**src/rtl/core/msgs_pkg.sv**
```systemverilog
`default_nettype none

package msgs_pkg;

    localparam int HEIGHT_BITS = 32;
    localparam int DIFF_BITS   = HEIGHT_BITS + 1;
    localparam int WEIGHT_BITS = 48;
    localparam int LANES       = 6;
    localparam int SLOPES      = 8;
    localparam int ROOT_STAGES = 32;
    localparam int QUOT_BITS   = 47;
    localparam int REM_BITS    = QUOT_BITS + 16;
    localparam int SUM_BITS    = WEIGHT_BITS + 3;

    localparam logic [63:0] SLOPE_LIMIT  = 64'h0000_0000_7FFF_FFFF;
    localparam logic [63:0] WEIGHT_LIMIT = 64'h0000_7FFF_FFFF_FFFF;

    localparam int CFG_INDEX_BITS = 3;
    localparam logic [CFG_INDEX_BITS-1:0] REG_INV_STEP_X     = 3'd0;
    localparam logic [CFG_INDEX_BITS-1:0] REG_INV_STEP_Y     = 3'd1;
    localparam logic [CFG_INDEX_BITS-1:0] REG_RATIO_Y_OVER_X = 3'd2;
    localparam logic [CFG_INDEX_BITS-1:0] REG_RATIO_X_OVER_Y = 3'd3;

    localparam logic [31:0] RST_INV_STEP = 32'd65536;
    localparam logic [31:0] RST_RATIO    = 32'd16777216;

    typedef struct packed {
        logic                                valid;
        logic                                clip;
        logic [LANES-1:0][WEIGHT_BITS-1:0]   w;
        logic [LANES-1:0][63:0]              rsum;
    } t_front;

    typedef struct packed {
        logic                                valid;
        logic                                clip;
        logic [LANES-1:0][WEIGHT_BITS-1:0]   w;
        logic [LANES-1:0][31:0]              root;
    } t_root;

    typedef struct packed {
        logic                                valid;
        logic                                clip;
        logic [LANES-1:0][WEIGHT_BITS-1:0]   term;
    } t_term;

    typedef struct packed {
        logic [63:0] x;
        logic [63:0] res;
    } t_sqrt;

    typedef struct packed {
        logic [REM_BITS-1:0]  rem;
        logic [QUOT_BITS-1:0] q;
    } t_div;

    // one digit of the bitwise integer square root
    function automatic t_sqrt sqrt_step(input logic [63:0] x, input logic [63:0] res,
                                        input int unsigned sh);
        t_sqrt       o;
        logic [63:0] bitv;
        logic [63:0] trial;
        bitv  = 64'(1) << sh;
        trial = res + bitv;
        if (x >= trial) begin
            o.x   = x - trial;
            o.res = (res >> 1) + bitv;
        end else begin
            o.x   = x;
            o.res = res >> 1;
        end
        return o;
    endfunction

    // one quotient bit of restoring division
    function automatic t_div div_step(input logic [REM_BITS-1:0] rem,
                                      input logic [QUOT_BITS-1:0] q,
                                      input logic [31:0] f, input int unsigned i);
        t_div o;
        o.rem = rem;
        o.q   = q;
        if ((rem >> i) >= REM_BITS'(f)) begin
            o.rem = rem - (REM_BITS'(f) << i);
            o.q   = q | (QUOT_BITS'(1) << i);
        end
        return o;
    endfunction

endpackage

`default_nettype wire

```
**src/rtl/core/msgs_back.sv**
```systemverilog
`default_nettype none

module msgs_back (
    input  logic                                     i_clk,
    input  logic                                     i_rst_n,
    input  logic                                     i_adv,
    input  msgs_pkg::t_term                          i_term,
    output logic                                     o_out_valid,
    output logic signed [msgs_pkg::HEIGHT_BITS-1:0]  o_gradient,
    output logic                                     o_saturated
);

    localparam int HB = msgs_pkg::HEIGHT_BITS;
    localparam int SB = msgs_pkg::SUM_BITS;
    localparam int WB = msgs_pkg::WEIGHT_BITS;
    localparam int NL = msgs_pkg::LANES;
    localparam logic signed [63:0] GMAX = (64'sd1 <<< (HB - 1)) - 64'sd1;
    localparam logic signed [63:0] GMIN = -GMAX - 64'sd1;

    logic signed [SB-1:0] sum;

    always_comb begin
        sum = '0;
        for (int k = 0; k < NL; k++) begin
            sum = sum + SB'($signed(i_term.term[k][WB-1:0]));
        end
    end

    logic                 r_s_valid;
    logic                 r_s_clip;
    logic signed [SB-1:0] r_sum;

    always_ff @(posedge i_clk) begin
        if (!i_rst_n) begin
            r_s_valid <= 1'b0;
        end else if (i_adv) begin
            r_s_valid <= i_term.valid;
        end
    end

    always_ff @(posedge i_clk) begin
        if (i_adv) begin
            r_sum    <= sum;
            r_s_clip <= i_term.clip;
        end
    end

    // halve toward zero, then saturate
    logic signed [SB-1:0] biased;
    logic signed [63:0]   g64;
    logic signed [HB-1:0] g_sat;
    logic                 hit;

    always_comb begin
        biased = r_sum + $signed({{(SB-1){1'b0}}, r_sum[SB-1]});
        g64    = 64'(biased >>> 1);
        hit    = 1'b0;
        g_sat  = HB'(g64);
        if (g64 > GMAX) begin
            g_sat = HB'(GMAX);
            hit   = 1'b1;
        end else if (g64 < GMIN) begin
            g_sat = HB'(GMIN);
            hit   = 1'b1;
        end
    end

    logic                 r_out_valid;
    logic signed [HB-1:0] r_gradient;
    logic                 r_saturated;

    always_ff @(posedge i_clk) begin
        if (!i_rst_n) begin
            r_out_valid <= 1'b0;
        end else if (i_adv) begin
            r_out_valid <= r_s_valid;
        end
    end

    always_ff @(posedge i_clk) begin
        if (i_adv) begin
            r_gradient  <= g_sat;
            r_saturated <= r_s_clip | hit;
        end
    end

    assign o_out_valid = r_out_valid;
    assign o_gradient  = r_gradient;
    assign o_saturated = r_saturated;

endmodule

`default_nettype wire

```
**config.mk**
```make
export PLATFORM = sky130hd
export DESIGN_NAME = msgs_back
export DESIGN_NICKNAME = d
export VERILOG_FILES = /design/src/rtl/core/msgs_pkg.sv /design/src/rtl/core/msgs_back.sv
export SDC_FILE = /design/constraint.sdc
export NUM_CORES = 1
export LEC_CHECK = 0
export CAP_MARGIN = 10
export CORE_MARGIN = 3
export CORE_UTILIZATION = 35
export CTS_CLUSTER_SIZE = 25
export DETAILED_ROUTE_END_ITERATION = 10
export DONT_BUFFER_PORTS = 1
export PLACE_DENSITY_LB_ADDON = 0.08
export SLEW_MARGIN = 5
export SYNTH_ARGS = -nofsm -noshare
export SYNTH_HDL_FRONTEND = slang
export SYNTH_SLANG_ARGS = --single-unit
```
**constraint.sdc**
```tcl
create_clock -name i_clk -period 7.65 [get_ports i_clk]
set_clock_uncertainty 0.2 [all_clocks]
set_input_delay 0.3825 -clock i_clk [delete_from_list [all_inputs] [get_ports i_clk]]
set_output_delay 0.3825 -clock i_clk [all_outputs]
set_load 0.1 [all_outputs]
```
==> metrics.txt, run 1 <==
Synth Register Bits=87; prevailing post-synth register cell=edfxtp_1; initial DRC count=406; RePlAce Congestion=0.823; port buffer count=0; CP Depth=18; area grow syn2layout=5.72%; Min Hold Slack=0.0426 ns; Post-Place Cells=1,850; worst-margin pin slew=0.997 ns; Post-DRT Antenna Nets=0; gr busiest metal=met2; Rows=69; initial antenna violation count=0; hold crit path type=in2reg; setup TNS=0 ns; # setup viols final=0; met1 GRT Util=20.5%; status=finished, final reports clean; met2 usage=22.9%; Net Count, Synth=1,949; vias in the first global route=9,010; die height=197 µm; crit path kind=in2reg; GR Overflow Total=0; R2R depth=12; fin. max-slew vios=0; CP Data Required Time=7.54 ns; clock buffer depth=2; overall power=5.59 mW; DRC violation count after routing=0; EDFF count, synth=85; Final Cycle Share=75.0%; CP Cell Sequence=inv_1, fa_1, inv_1, fa_1, inv_1, fa_1, inv_1, ha_1, fa_1, a211oi_1, o211ai_1, a31oi_1, o21ai_0, a211oi_1, o211ai_1, a21oi_1, o21ai_1, xnor2_1; clk_lat worst skew=0.34 ns; Final Cell Area=13,500 µm²; largest net degree at the start of global routing=86; crit path launch type=input pin; average wire per standard cell=14.6 µm; Worst path max stage delay=0.87 ns; RSZ-0062 raised after global routing=no; post-route insts no fill=1,868; Slew HR=33.1%; Seq/Total Area, Yosys=20.2%; routed vias/inst=4.71; Peak VDD IR=130 µV; Num CTS Buffers=9; final hold vios=0; Area contributors post-synth=fa_1 (30%), edfxtp_1 (20%), inv_1 (15%); CP endpoint kind=flop; Ys Warns=0; first-pass GRT wire length=44.7 mm; Via Count=8,797; Min Clock Period, post-route=5.74 ns; Post-synth ARST share=0%; postcts setup bufs=0; CTS tree=yes; Area after DPL=13,200 µm²; die width=197 µm; Distinct cells, synth=76; Peak Freq=0.174 GHz; WHS Path Cells=2; dpl hpwl=23.6 mm; die area=38,900 µm²; core area=35,800 µm²; Reg clk slew, reported paths=0.06 ns; total of max-cap violations=0; Slowest-stage cell, CP=a211oi_1; commonest non-fill, non-tap cells in the layout=inv_1 (527), fa_1 (194), edfxtp_1 (85), nand2_1 (60); NumNets Final=1,940; I/O pin count=327; layout cell share with drive strength beyond 1=4.19%; htree depth=3; M3 GR Usage=1.91%; syn_area_per_cell=9.07 µm²; CP Max Fanout=5; leakage power=6.90 nW; drt first pass iters=5; Worst path top cell family by delay=compound AO/OA/AOI/OAI gates; commonest non-fill, non-tap cell in the layout=inv_1; clock sink total=87; dominant cell type by area after synthesis=fa_1; WP buf/inv=4; Clock Root Buffer=clkbuf_16; drt total wl=27.2 mm; critical path arrival=5.63 ns; pwr dens=413 nW/µm²; Starting Density=35.7%; Mapped Area=12,800 µm²; Yosys top cell area share=30.3%; Mapped Cells=1,412; n_diodes=0; GRT Util Overall=14.1%
## flip-flops by register name (all words and copies together) (netlist names)
register and count:
r_sum 51, o_gradient 32, o_out_valid 1, o_saturated 1, r_s_clip 1, r_s_valid 1
## Yosys cell counts (9+ instances only)
cell type / instances
inv_1: 527
fa_1: 194
edfxtp_1: 85
nand2_1: 60
a21oi_1: 50
ha_1: 50
xor2_1: 44
xnor2_1: 42
a21o_1: 36
nand3_1: 29
nor2_1: 25
nand4_1: 21
o21ai_0: 20
o21ai_2: 20
and3_1: 19
nor3_1: 12
clkbuf_1: 11
o21ai_1: 11
o211ai_1: 10
a211oi_1: 9
o21a_1: 9
## area by class of cell
| class | instances | area (µm²) |
|---|---|---|
| Fill cell | 3759 | 22300 |
| Timing Repair Buffer | 4 | 55.1 |
| Clock inverter | 6 | 38.8 |
| Multi-Input combinational cell | 773 | 8070 |
| Inverter | 528 | 1980 |
| Sequential cell | 87 | 2590 |
| Tap cell | 461 | 577 |
| Clock buffer | 9 | 225 |
## report_power, final
group | leakage, nW | switching [mW] | internal (mW)
logic | 5.93 | 2.13 | 1.44
registers | 0.838 | 0.665 | 0.959
clock network | 0.127 | 0.180 | 0.217
total | 6.90 | 2.97 | 2.62
## path summary, 6_finish.rpt
kind              slack [ns]            end   startpoint
setup / recovery        1.91      r_sum[46]    i_term[2]
hold / removal          0.04      r_s_valid  i_term[289]
setup reg to reg        3.24  o_gradient[5]    r_sum[50]
hold reg to reg         0.30    o_saturated     r_s_clip
## repair_timing
action | CTS | global route
gates resized for setup | 0 | 0
endpoints found under the hold margin | 88 | 0
hold buffers | 3 | 0
## stage by stage
stage,util (%),setup WS [ns]
finish,37.8,1.91
global route,37.8,1.67
CTS,37.8,1.90
detailed placement,36.9,1.57
global placement,36.9,1.66
floorplan,-,2.62
## routing by layer
metal / part of all wire [%] / vias up / routed length, µm
met5: 0 / - / 0
met4: 0.95 / 0 / 257
met3: 3.9 / 17 / 1070
met2: 47 / 229 / 12800
met1: 48 / 4272 / 13100
li1: - / 4279 / -
## kinds of logic (layout without fill, tap and decap cells)
group	after synthesis	after routing	synth area share, %
fa+ha+maj	244	244	35.2
flops	87	87	20.2
mux	7	7	0.557
buf+inv	552	547	16.8
simple gates	223	223	9.91
compound gates	212	212	11.3
xor+xnor	87	87	6.01
No activity file was read; power rests on OpenSTA's default activity.
==> run 2, diff against run 1 <==
- clock period: 7.65 -> 5.35 ns (I/O delays scaled with it)
==> metrics.txt, run 2 (synthesis results as in run 1) <==
r2r startpoint=r_sum[50]; Min Hold Slack=0.0924 ns (+0.0498 ns); # setup viols final=0 (unchanged); NumNets Final=1,949 (+0.46%); n_diodes=0 (unchanged); die height=197 µm (unchanged); CP Max Fanout=5 (unchanged); max reg flops=51 (unchanged); average wire per standard cell=14.7 µm (+1.2%); Reg clk slew, reported paths=0.06 ns (about the same); Peak Freq=0.202 GHz; critical path arrival=4.83 ns (-0.80 ns); Via Count=8,807 (+0.11%); setup TNS=0 ns (unchanged); leakage power=6.94 nW (+0.59%); routed vias/inst=4.69 (-0.37%); core area=35,800 µm² (unchanged); initial antenna violation count=0 (unchanged); Worst path max stage delay=0.53 ns (-0.34 ns); Final Cycle Share=92.3%; htree depth=3 (unchanged); hold path startpoint=i_term[240]; largest net degree at the start of global routing=88 (+2.3%); first-pass GRT wire length=45.4 mm (+1.6%); critical path launch point=i_term[2]; GR Overflow Total=0 (unchanged); fin. max-slew vios=0 (unchanged); die width=197 µm (unchanged); CP Data Required Time=5.24 ns (-2.30 ns); status=finished, final reports clean; worst-margin pin slew=0.970 ns (-0.0268 ns); post-place setup slack=0.0845 ns (-1.49 ns); Post-DRT Antenna Nets=0 (unchanged); CP Cell Sequence=inv_1, fa_1, inv_1, fa_1, inv_1, fa_1, inv_1, ha_1, fa_1, a211oi_1, o211ai_1, a31oi_1, o21ai_0, a211oi_1, buf_4, o211ai_1, a21oi_1, o21ai_1, xnor2_1; clock sink total=87 (unchanged); Reg area=2590 µm² (unchanged); crit path launch type=input pin; final core utilization=38.0% (+0.22 points); GRT Util Overall=14.3% (+0.23 points); area grow syn2layout=6.32%; total of max-cap violations=0 (unchanged); Setup WS post-layout=0.410 ns (-1.50 ns); Worst path top cell family by delay=adder cells; hold crit path type=in2reg; commonest non-fill, non-tap cells in the layout=inv_1 (527), fa_1 (194), edfxtp_1 (85), nand2_1 (60); Peak VDD IR=230 µV (+77%); drt first pass iters=5 (unchanged); final hold vios=0 (unchanged); CP endpoint kind=flop; port buffer count=0 (unchanged); vias in the first global route=9,185 (+1.9%); crit path kind=in2reg; DRC violation count after routing=0 (unchanged); Reg with most FFs=r_sum; clock buffer depth=2 (unchanged); post_cts resized=0 (unchanged); drt total wl=27.6 mm (+1.7%); layout cell share with drive strength beyond 1=4.66% (+0.47 points); Num CTS Buffers=9 (unchanged); RePlAce Congestion=0.799 (-2.9%); dpl hpwl=23.9 mm (+1.4%); Slew HR=35.5% (+2.3 points); commonest non-fill, non-tap cell in the layout=inv_1; I/O pin count=327 (unchanged); initial DRC count=404 (-0.49%); Clock Root Buffer=clkbuf_16; clk_lat worst skew=0.35 ns (about the same); Slowest-stage cell, CP=fa_1; Min Clock Period, post-route=4.94 ns; area of the multi-input gates=8070 µm² (unchanged); Fillers=3,707 (-1.4%); RSZ-0062 raised after global routing=no; Rows=69 (unchanged); WP buf/inv=5 (+1); CTS tree=yes; pwr dens=596 nW/µm² (+44%); Starting Density=35.7% (unchanged); die area=38,900 µm² (unchanged)
## run 2: metrics by stage
stage | instance area (µm²) | instances | total power [mW]
after global routing | 13600 | 1877 | 8.96
after global placement | 13300 | 1858 | 7.58
after detailed placement | 13300 | 1858 | 7.55
after floorplan | 12800 | 1412 | 6.22
final | 13600 | 1877 | 8.12
after CTS | 13600 | 1877 | 8.22
## run 2: timing repair
item,4_1_cts,5_1_grt
hold endpoints to repair,88,0
setup endpoints to repair,0,1
setup buffers,0,0
hold buffers,4,0
## run 2: worst reg2reg max path: stages (launching register included)
cell	delay [ns]
edfxtp_1	0.48
and2_1	0.17
ha_1	0.22
nand4_2	0.19
nor3_2	0.28
nand2_2	0.21
or4_1	0.61
xnor2_2	0.37
inv_2	0.10
nor2_4	0.57
buf_4	0.32
o21ai_2	0.09
## run 2: power by group
group | total, mW | switching (mW) | internal, mW
Combinational | 5.21 | 3.09 | 2.12
Clock | 0.585 | 0.270 | 0.315
Sequential | 2.32 | 0.950 | 1.37
## run 2: routing by layer
metal | share of wire, % | global-route usage [%] | up-vias | wire length, µm
li1 | - | - | 4298 | -
met1 | 48 | 20.5 | 4284 | 13200
met2 | 47 | 23.6 | 211 | 13100
met3 | 4.2 | 2.20 | 14 | 1160
met4 | 0.63 | 1.90 | 0 | 173
met5 | 0 | 0 | - | 0
## run 2: path summary, 6_finish.rpt
path / endpoint / slack (ns) / cells after the start
setup / recovery: r_sum[46] / 0.41 / 19
hold / removal: r_sum[0] / 0.09 / 2
setup reg to reg: o_gradient[13] / 1.29 / 11
hold reg to reg: o_saturated / 0.33 / 1
## run 2: final cells by class
cell class,instances,area share [%]
tap,461,4.24
multi-input combinational,773,59.3
timing repair buffer,13,0.919
inverter,528,14.6
clock inverter,6,0.340
sequential,87,19.0
clock buffer,9,1.65
==> run 3, diff against run 2 <==
- CORE_UTILIZATION: 35 -> 40
- RECOVER_POWER: not set -> 25
- TNS_END_PERCENT: not set -> 50
==> metrics.txt, run 3 (synthesis results as in run 1) <==
status=finished, violations left; failing checks=max-capacitance violations, max-slew violations; Reg clk slew, reported paths=0.06 ns (about the same); hold crit path type=in2reg; Worst path top cell family by delay=adder cells; clock sink total=87 (unchanged); WP buf/inv=5 (unchanged); critical path arrival=4.86 ns (+0.03 ns); Reg2Reg Setup Slack=1.06 ns (-0.23 ns); GR Overflow Total=0 (unchanged); core area=31,100 µm² (-13%); vias in the first global route=8,766 (-4.6%); Reg area=2590 µm² (unchanged); worst-margin pin slew=4.73 ns (+3.76 ns); max reg flops=51 (unchanged); Peak VDD IR=247 µV (+7.1%); Via Count=8,779 (-0.32%); Slowest-stage cell, CP=fa_1; clock buffer depth=2 (unchanged); Fillers=3,051 (-18%); Final Cycle Share=92.8% (+0.48 points); CTS tree=yes; Slew HR=-215% (-250 points); initial DRC count=345 (-15%); area of the multi-input gates=8070 µm² (unchanged); average wire per standard cell=14.3 µm (-2.9%); hold path startpoint=i_term[240]; layout cell share with drive strength beyond 1=4.66% (about the same); Post-DRT Antenna Nets=0 (unchanged); dpl hpwl=22.6 mm (-5.7%); CP endpoint kind=flop; commonest non-fill, non-tap cells in the layout=inv_1 (527), fa_1 (194), edfxtp_1 (85), nand2_1 (60); area grow syn2layout=5.70%; Worst path max stage delay=0.53 ns (about the same); critical path launch point=i_term[2]; die area=34,200 µm² (-12%); CP Data Required Time=5.24 ns (about the same); fin. max-slew vios=88 (+88); post-route insts no fill=1,813 (-3.4%); drt total wl=25.9 mm (-6.2%); Clock Root Buffer=clkbuf_16; htree depth=3 (unchanged); pwr dens=599 nW/µm² (+0.54%); Post-Place Cells=1,793 (-3.5%); Min Hold Slack=0.0935 ns (+0.00108 ns); crit path launch type=input pin; clk_lat worst skew=0.34 ns (about the same); commonest non-fill, non-tap cell in the layout=inv_1; final hold vios=0 (unchanged); Num CTS Buffers=9 (unchanged); die height=185 µm (-6.3%); routed vias/inst=4.84 (+3.2%); Reg with most FFs=r_sum; GRT Util Overall=15.3% (+0.97 points); postcts setup bufs=0 (unchanged); overall power=8.11 mW (about the same); # setup viols final=0 (unchanged); NumNets Final=1,949 (unchanged); setup TNS=0 ns (unchanged); r2r startpoint=r_sum[50]; total of max-cap violations=1 (+1); I/O pin count=327 (unchanged); initial antenna violation count=0 (unchanged); final core utilization=43.6% (+5.6 points); die width=185 µm (-6.3%); largest net degree at the start of global routing=88 (unchanged); first-pass GRT wire length=42.7 mm (-5.8%); CP Max Fanout=5 (unchanged); Peak Freq=0.201 GHz (-0.52%); n_diodes=0 (unchanged); Starting Density=41.2% (+5.5 points); leakage power=6.94 nW (about the same); Rows=64 (-7.2%); DRC violation count after routing=0 (unchanged); RSZ-0062 raised after global routing=no; Min Clock Period, post-route=4.97 ns (+0.0257 ns); crit path kind=in2reg; drt first pass iters=4 (-1); port buffer count=0 (unchanged); RePlAce Congestion=0.816 (+2.1%); CP Cell Sequence=inv_1, fa_1, inv_1, fa_1, inv_1, fa_1, inv_1, ha_1, fa_1, a211oi_1, o211ai_1, a31oi_1, o21ai_0, a211oi_1, buf_4, o211ai_1, a21oi_1, o21ai_1, xnor2_1
[run 3: cell count changes in the layout (fill, tap and decap cells not counted), sizes merged]
cell      delta
clkbuf       +1
inv          -1
bufinv       +1
buf          -1
clkinv       +2
clkinvlp     -1
[run 3: cell type report]
type / instances / area share, %
Timing Repair Buffer: 13 / 0.749
Tap cell: 396 / 3.66
Clock buffer: 9 / 1.66
Sequential cell: 87 / 19.2
Multi-Input combinational cell: 773 / 59.6
Inverter: 528 / 14.6
Clock inverter: 7 / 0.527
[run 3: repair_timing]
item                      CTS  global route
resized for setup           0             0
hold buffers                4             0
hold endpoints to repair   88             0
[run 3: metrics by stage]
| step | setup slack [ns] | area (µm²) |
|---|---|---|
| global route | 0.0303 | 13500 |
| floorplan | 0.437 | 12800 |
| global placement | 0.106 | 13200 |
| CTS | 0.365 | 13600 |
| finish | 0.384 | 13500 |
| detailed placement | 0.0354 | 13200 |
[run 3: where the power goes]
| group | internal, mW | total [mW] | switching [mW] |
|---|---|---|---|
| sequential | 1.37 | 2.33 | 0.950 |
| clock | 0.362 | 0.627 | 0.266 |
| combinational | 2.12 | 5.16 | 3.04 |
| total | 3.86 | 8.11 | 4.26 |
[run 3: per-layer routing]
metal,track usage [%],routed length (µm),part of all wire (%)
met1,22.5,12500,48
met2,24.7,12300,47
met3,2.06,942,3.6
met4,2.10,247,0.95
met5,0,0,0
[run 3: path summary, 6_finish.rpt]
path	cells after the start	endpoint
hold / removal	2	r_sum[0]
setup / recovery	19	r_sum[46]
hold reg to reg	1	o_saturated
setup reg to reg	12	o_gradient[0]
